<file path="src/hw/rtl/sfws_pkg.sv">
// ----------------------------------------------------------------------------
// sfws_pkg
// Constants, tables and types shared by the frequency word search block.
// ----------------------------------------------------------------------------
`default_nettype none
package sfws_pkg;

    localparam int unsigned NUM_REFS = 9;
    localparam int unsigned RECIP_SHIFT = 44;

    localparam logic [30:0] IF_HZ     = 31'd150000;
    localparam logic [24:0] WORD_MIN  = 25'd4194304;
    localparam logic [24:0] WORD_MAX  = 25'd16751615;
    localparam logic [24:0] HALF_STEP = 25'd8192;
    localparam logic [31:0] BAND_LOW_LIMIT = 32'd400000000;
    localparam logic [31:0] BAND_MID_LIMIT = 32'd500000000;
    localparam logic [3:0]  DIV_OFFSET = 4'd6;

    localparam logic [1:0] BAND_LOW  = 2'd0;
    localparam logic [1:0] BAND_MID  = 2'd1;
    localparam logic [1:0] BAND_HIGH = 2'd2;

    localparam logic [21:0] FREF_TAB [NUM_REFS] = '{
        22'd2457600, 22'd2106514, 22'd1843200, 22'd1638400, 22'd1474560,
        22'd1340509, 22'd1228800, 22'd1134277, 22'd1053257
    };

    // floor(2^46 / fref): estimate of 4*s/fref after a shift of 44
    localparam logic [26:0] RECIP_TAB [NUM_REFS] = '{
        27'((64'd1 << 46) / 64'd2457600), 27'((64'd1 << 46) / 64'd2106514),
        27'((64'd1 << 46) / 64'd1843200), 27'((64'd1 << 46) / 64'd1638400),
        27'((64'd1 << 46) / 64'd1474560), 27'((64'd1 << 46) / 64'd1340509),
        27'((64'd1 << 46) / 64'd1228800), 27'((64'd1 << 46) / 64'd1134277),
        27'((64'd1 << 46) / 64'd1053257)
    };

    localparam logic [11:0] COR_TAB [NUM_REFS] = '{
        12'd1213, 12'd1416, 12'd1618, 12'd1820, 12'd2022,
        12'd2224, 12'd2427, 12'd2629, 12'd2831
    };

    localparam logic [9:0] SEP_TAB [NUM_REFS] = '{
        10'h1AA, 10'h1F1, 10'h238, 10'h280, 10'h2C7,
        10'h30E, 10'h355, 10'h39C, 10'h3E3
    };

    typedef struct packed {
        logic        ok;
        logic [30:0] err;
        logic [31:0] chan;
        logic [23:0] rx;
        logic [23:0] tx;
    } t_cand;

    typedef struct packed {
        logic        found;
        logic [30:0] err;
        logic [31:0] chan;
        logic [23:0] rx;
        logic [23:0] tx;
        logic [3:0]  idx;
    } t_best;

endpackage
`default_nettype wire

</file>
<file path="src/hw/rtl/sfws_lane.sv">
// ----------------------------------------------------------------------------
// sfws_lane
// One reference candidate: quotient by reciprocal, rounding, words, error.
// ----------------------------------------------------------------------------
`default_nettype none
module sfws_lane (
    input  wire logic               i_clk,
    input  wire logic [3:0]         i_idx,
    input  wire logic [5:2]         i_en,
    input  wire logic [30:0]        i_s1,
    input  wire logic [30:0]        i_s2,
    input  wire logic [29:0]        i_want4,
    output sfws_pkg::t_cand         o_cand
);
    import sfws_pkg::*;

    logic [21:0] fref;
    logic [26:0] recip;
    logic [11:0] cor;
    logic [57:0] prod;
    logic [33:0] qf;
    logic [33:0] rem;
    logic [12:0] q;
    logic [12:0] qr;
    logic        half;
    logic [10:0] n;
    logic [24:0] rx;
    logic [24:0] tx;
    logic [32:0] raw;
    logic [32:0] chan;
    logic [32:0] want;

    logic [12:0] r_q0;
    logic [12:0] r_q;
    logic [24:0] r_rx4;
    logic [24:0] r_tx4;
    logic        r_ok4;
    logic [32:0] r_raw;
    t_cand       r_cand;

    assign fref  = FREF_TAB[i_idx];
    assign recip = RECIP_TAB[i_idx];
    assign cor   = COR_TAB[i_idx];

    always_comb begin
        prod = 58'(i_s1) * 58'(recip);
        qf   = 34'(r_q0) * 34'(fref);
        rem  = {1'b0, i_s2, 2'b00} - qf;
        q    = r_q0 + 13'(rem >= 34'(fref));
        qr   = r_q + 13'(r_q[0]);
        half = qr[1];
        n    = qr[12:2];
        rx   = {n, 14'b0} - (half ? 25'd0 : HALF_STEP);
        tx   = rx - 25'(cor);
        raw  = 33'(n) * 33'(fref) + (half ? 33'(fref[21:1]) : 33'd0);
        chan = r_raw - 33'(IF_HZ);
        want = 33'(i_want4);
    end

    always_ff @(posedge i_clk) begin
        if (i_en[2]) begin
            r_q0 <= prod[RECIP_SHIFT +: 13];
        end
        if (i_en[3]) begin
            r_q <= q;
        end
        if (i_en[4]) begin
            r_rx4 <= rx;
            r_tx4 <= tx;
            r_ok4 <= (rx >= WORD_MIN) && (rx <= WORD_MAX)
                  && (tx >= WORD_MIN) && (tx <= WORD_MAX);
            r_raw <= raw;
        end
        if (i_en[5]) begin
            r_cand.ok   <= r_ok4;
            r_cand.chan <= chan[31:0];
            r_cand.err  <= (chan >= want) ? 31'(chan - want) : 31'(want - chan);
            r_cand.rx   <= r_rx4[23:0];
            r_cand.tx   <= r_tx4[23:0];
        end
    end

    assign o_cand = r_cand;

endmodule
`default_nettype wire

</file>
<file path="config.mk">
export PLATFORM = sky130hd
export DESIGN_NAME = sfws_lane
export DESIGN_NICKNAME = d
export VERILOG_FILES = /design/src/hw/rtl/sfws_pkg.sv /design/src/hw/rtl/sfws_lane.sv
export SDC_FILE = /design/constraint.sdc
export NUM_CORES = 2
export LEC_CHECK = 0
export ABC_AREA = 1
export BUFFER_PORTS_ARGS = -buffer_cell sky130_fd_sc_hd__buf_2
export CAP_MARGIN = 15
export CELL_PAD_IN_SITES_DETAIL_PLACEMENT = 1
export CELL_PAD_IN_SITES_GLOBAL_PLACEMENT = 1
export CORE_ASPECT_RATIO = 1.25
export CORE_UTILIZATION = 50
export CTS_BUF_LIST = sky130_fd_sc_hd__clkbuf_4 sky130_fd_sc_hd__clkbuf_8 sky130_fd_sc_hd__clkbuf_16
export DETAILED_ROUTE_END_ITERATION = 12
export GPL_TIMING_DRIVEN = 0
export PLACE_DENSITY = 0.89
export SYNTH_ARGS = -nofsm -noshare
export SYNTH_HDL_FRONTEND = slang
export SYNTH_SLANG_ARGS = --single-unit
</file>
<file path="constraint.sdc">
create_clock -name i_clk -period 13.2 [get_ports i_clk]
set_input_delay 1.98 -clock i_clk [delete_from_list [all_inputs] [get_ports i_clk]]
set_output_delay 1.98 -clock i_clk [all_outputs]
set_load 0.02 [all_outputs]
</file>
# == After elaboration in Yosys (flattened, before gate mapping) ==
# Memory sizes are Yosys's and may differ from the RTL's.
# Index checks and enable logic that the tools add are counted.
# totals
inputBits,101
output_inout_bits,112
register_bits,220
n_memories,3
mem_bits_ro,976
elab_cells,46
# op_classes
reduce_logical,3
mul,3
add_sub_neg,9
bitwise,1
n_mux,9
magnitude_cmp,7
# memory_table
name,depth,word_bits,rd,rd_ports_with_merged_regs,write_ports,line,text
(no name shown),16,27,1,0,0,sfws_lane.sv:42,assign recip = RECIP_TAB[i_idx];
(no name shown),16,22,1,0,0,sfws_lane.sv:41,assign fref = FREF_TAB[i_idx];
(no name shown),16,12,1,0,0,sfws_lane.sv:43,assign cor = COR_TAB[i_idx];
# op_table
cell,count
31-bit by 27-bit multiplier with 57-bit output,1
27-bit two-way mux,2
25-bit by 23-bit >= comparator with 1-bit output (second input constant),2
25-bit by 24-bit <= comparator with 1-bit output (second input constant),2
22-bit two-way mux,2
34-bit by 22-bit >= comparator with 1-bit output,1
13-bit by 22-bit multiplier with 34-bit output,1
33-bit by 34-bit subtractor with 34-bit output,1
33-bit by 21-bit adder with 33-bit output,1
33-bit by 30-bit >= comparator with 1-bit output,1
11-bit by 22-bit multiplier with 33-bit output,1
33-bit by 18-bit subtractor with 33-bit output (second input constant),1
31-bit two-way mux,1
30-bit by 31-bit subtractor with 31-bit output,1
31-bit by 30-bit subtractor with 31-bit output,1
13-bit by 1-bit adder with 13-bit output,2
25-bit by 12-bit subtractor with 25-bit output,1
25-bit by 14-bit subtractor with 25-bit output,1
12-bit two-way mux,2
21-bit two-way mux,1
14-bit two-way mux,1
5-bit >= comparator (second input constant),1
4-bit inverter with 5-bit output,1
1-bit logical AND,3

# == Longest topological paths before layout ==
# logic_depth
word_depth,8
depth_mapped,43
mapped_depth_nobuf,42

# == Worst setup path before layout ==
# Ideal clock, no wire load.
# synth_path
path_kind,input to register
startpoint,in i_idx[0]
endpoint,reg r_q[12] (data pin)
required_time_ns,12.941
setup_slack_ns,2.991
setup_ns,0.259
path_buffers,1
t_arrival_ns,9.950
path_stages,40
path_cell_list,inv_1 ha_1 inv_1 nor2_1 inv_1 a21oi_1 clkbuf_1 nand2_1 fa_1 inv_1 fa_1 inv_1 fa_1 fa_1 fa_1 inv_1 fa_1 inv_1 [4 not listed] o21ai_0 or2_2 a21oi_1 xnor2_1 ha_1 nand4_1 o221a_2 nand2_1 nand2_1 nand3_1 ha_1 ha_1 nand3_1 nor3_1 inv_1 nor4_1 nand4_1 xor2_1
# synth_via
elab_chain_len,8
# synth_lines
item,line,text
from (decl),sfws_lane.sv:8,"input wire logic [3:0] i_idx,"
4-bit inverter with 5-bit output (implied by the code) (*),sfws_lane.sv:41,
memory read 16 x 22 bit (*),-,
22-bit two-way mux (implied by the code) (*) (2 in series),sfws_lane.sv:41,
13-bit by 22-bit multiplier with 34-bit output,sfws_lane.sv:47,qf = 34'(r_q0) * 34'(fref);
33-bit by 34-bit subtractor with 34-bit output,sfws_lane.sv:48,"rem = {1'b0, i_s2, 2'b00} - qf;"
34-bit by 22-bit >= comparator with 1-bit output (*),sfws_lane.sv:49,q = r_q0 + 13'(rem >= 34'(fref));
13-bit by 1-bit adder with 13-bit output (*),sfws_lane.sv:49,
via q[12],sfws_lane.sv:23,logic [12:0] q;
to (signal assigned),sfws_lane.sv:65,r_q <= q;
to (decl),sfws_lane.sv:34,logic [12:0] r_q;
# Mark *: on every way through the listed nets, which the timed path passes. The rest lies on a longest branch. The select of a mux whose other input is x is not followed.
# A chain may end at the register's enable or synchronous reset.

# == Final worst setup path ==
# Same ends and word-level chain as after synthesis.

==> results.py <==
metrics = {
    "placed_design": {
        "dp_cells": 8374,
        "place_congestion": 0.9939,
        "post-dp-hpwl_um": 178100,
        "numPortBuffers": 195,
    },
    "layout": {
        "nets": 8655,
        "area_growth_pct": 6.516,
        "drive_gt1_share_pct": 5.129,
        "layoutNonFillerInstCount": 8416,
    },
    "global_routing": {
        "globalRouteOverflowTotal": 0,
        "track_usage_pct": 37.45,
        "antenna_found_initial": 9,
        "grt_pass1_vias": 54920,
        "grt_max_degree": 60,
        "grt_pass1_wl_um": 313100,
    },
    "sta": {
        "maxSlewViolCount": 0,
        "relSlewSlack_pct": 14.34,
        "finalSetupViolations": 0,
        "rsz0062_at_grt": "no",
        "finalHoldViolCount": 0,
        "min_period_ns": 12.61,
        "tightest_slew_ns": 1.285,
        "fin_crit_sh_pct": 95.55,
        "max_freq_ghz": 0.07929,
        "finClkSkew_ns": 0.01298,
    },
    "cts": {
        "cts_buffer_depth": 2,
        "clk_pin_slew_ns": 0.08,
        "htree_levels": 4,
        "root_buffer": "clkbuf_16",
        "insertion_delay_ns": 0.51,
        "cts_buffers": 17,
        "cts.sinks": 194,
        "cts_tree": "built",
    },
    "synth": {
        "ys_seq_elements": 194,
        "synth_cells": 6715,
        "ys_warn_count": 0,
        "synth-edff-count": 194,
        "synthTopCellsByCount": "inv_1 (1713), nand2_1 (1238), fa_1 (1092)",
        "synth_area_leaders": "fa_1 (40%), ha_1 (12%), inv_1 (12%), edfxtp_1 (11%), nand2_1 (8.4%)",
        "yosys.area.top_type_share_pct": 39.57,
        "syn-cell-area_sq_mm": 0.05525,
        "yosys.area.top_type": "fa_1",
        "syn_area_per_cell_sq_um": 8.228,
        "synth-async-reset-ratio_pct": 0,
        "ys_seq_area_share_pct": 10.54,
        "synth_cell_types": 63,
        "synth-main-ff-cell": "edfxtp_1",
        "yosysMostFrequentCell": "inv_1",
    },
    "floorplanning": {
        "start_util_pct": 50.34,
        "pin_count": 213,
        "die_w_um": 299.3,
        "die_y_um": 373.6,
        "fp.dieArea_sq_mm": 0.1118,
        "core_area_sq_mm": 0.1098,
        "fp-row-count": 136,
    },
    "worst_hold_path": {
        "hp-class": "reg2reg",
        "whs_path_depth": 0,
        "hold_start": "r_rx4[14]$_DFFE_PP_",
        "whs_endpoint": "o_cand[38]$_DFFE_PP_",
    },
    "drt": {
        "drt_iter0_markers": 3200,
        "drc": 4,
        "antenna_left": 0,
        "avgViaCountPerCell": 5.620,
        "wire_per_inst_um": 24.42,
        "vias": 47300,
        "routed_wl_um": 205500,
        "dr.pass1.iters": 11,
    },
    "critical_path": {
        "critical-path-max-stage-delay_ns": 0.70,
        "rrSetupSlack_ns": 3.34,
        "cp-end-kind": "flip-flop",
        "startpoint_type": "input port",
        "cp_max_fo": 10,
        "worstReg2RegStart": "r_q0[6]$_DFFE_PP_",
        "crit_arrival_ns": 12.86,
        "r2r-end": "r_q[12]$_DFFE_PP_",
        "cp.required_ns": 13.45,
        "cp_num_cells": 39,
        "crit_type": "in2reg",
        "worst-path-buf-inv": 9,
        "crit_path_top_delay_cell": "nor2_2",
        "critPathTopFamily": "adder cells",
        "r2r_cells": 35,
    },
    "outcome": {
        "violations": "DRC",
        "outcome": "complete, but fails checks",
    },
    "job": {
        "cap_violations": 0,
    },
}
[area by class of cell]
class                           count  area, sq um
Fill cell                       13550        50910
Multi-Input combinational cell   4539        41820
Inverter                         1739         6529
Sequential cell                   194         5826
Tap cell                         1449         1813
Buffer                            255         1134
Timing Repair Buffer              201         1081
Clock buffer                       17        425.4
Clock inverter                     15        203.9
Antenna cell                        7        17.52
[timing repair]
| item | in CTS | in global routing |
|---|---|---|
| hold buffers | 0 | 0 |
| buffers inserted | 0 | 0 |
| gates resized for setup | 0 | 1 |
| endpoints found under the setup margin | 0 | 2 |
[cell families after synthesis]
kind of cell / after synthesis / share of synthesized area (%)
simple gates: 2222 / 16.18
buf+inv: 1994 / 13.87
fa+ha+maj: 1607 / 51.23
compound gates: 520 / 5.358
flops: 194 / 10.54
xor+xnor: 176 / 2.804
other cells: 2 / 0.01359
[metal layers]
| metal | up-vias | global-route usage (%) | wire, um | share of wire, % |
|---|---|---|---|---|
| li1 | 20300 | - | - | - |
| met1 | 23810 | 38.29 | 67690 | 33 |
| met2 | 2185 | 66.51 | 103600 | 50 |
| met3 | 994 | 6.035 | 13600 | 6.6 |
| met4 | 6 | 31.63 | 20540 | 10 |
| met5 | - | 0 | 64 | 0.031 |
[state kept, by name (all words and copies together) (netlist names)]
signal  flops
r_ok4       1
r_raw      33
r_tx4      24
r_q        13
o_cand     99
r_q0       13
r_rx4      11
[worst max-delay path by stage]
stage,from,to,slack (ns)
floorplan,i_idx[0],r_q[12]$_DFFE_PP_,2.99
global placement,i_idx[0],r_q[12]$_DFFE_PP_,0.32
detailed placement,i_idx[0],r_q[12]$_DFFE_PP_,-0.11
CTS,i_idx[0],r_q[12]$_DFFE_PP_,0.45
global route,i_idx[0],r_q[12]$_DFFE_PP_,0.24
finish,i_idx[0],r_q[12]$_DFFE_PP_,0.59
[placed cells by master, fill, tap and decap left out, types with 8 or more instances in the layout]
cell and n:
buf_2 204, inv_1 1713, nand4_1 57, xnor2_1 48, fa_1 1092, o21bai_1 18
o211ai_1 11, o21ai_0 132, nand2_2 20, a21o_1 22, o21ai_1 15, clkinv_1 11
a21oi_1 236, buf_1 12, edfxtp_1 194, xor2_1 127, nand3b_1 10, conb_1 14
buf_6 11, inv_2 14, nand3_1 103, clkbuf_16 17, o21a_1 15, a21boi_0 8
ha_1 515, buf_4 20, nor2_1 714, nand2_1 1238, clkbuf_1 193, nor3_1 40
nor4_1 10, clkbuf_2 10, a31oi_1 19
[stage by stage]
step	setup WS, ns	util, %	hold WS (ns)	cell area (sq um)	TNS (ns)
finish	0.5878	53.62	0.4223	58850	0
global route	0.2362	53.61	0.4296	58840	0
CTS	0.4491	53.56	0.4170	58790	0
detailed placement	-0.1097	52.99	0.4052	58160	-0.1670
global placement	0.3195	52.92	0.4018	58080	0
floorplan	2.991	-	0.4003	55290	0
Power is left out: the tool's default activity adds up to more than one toggle a clock period on the data nets, which glitch-free logic cannot reach.
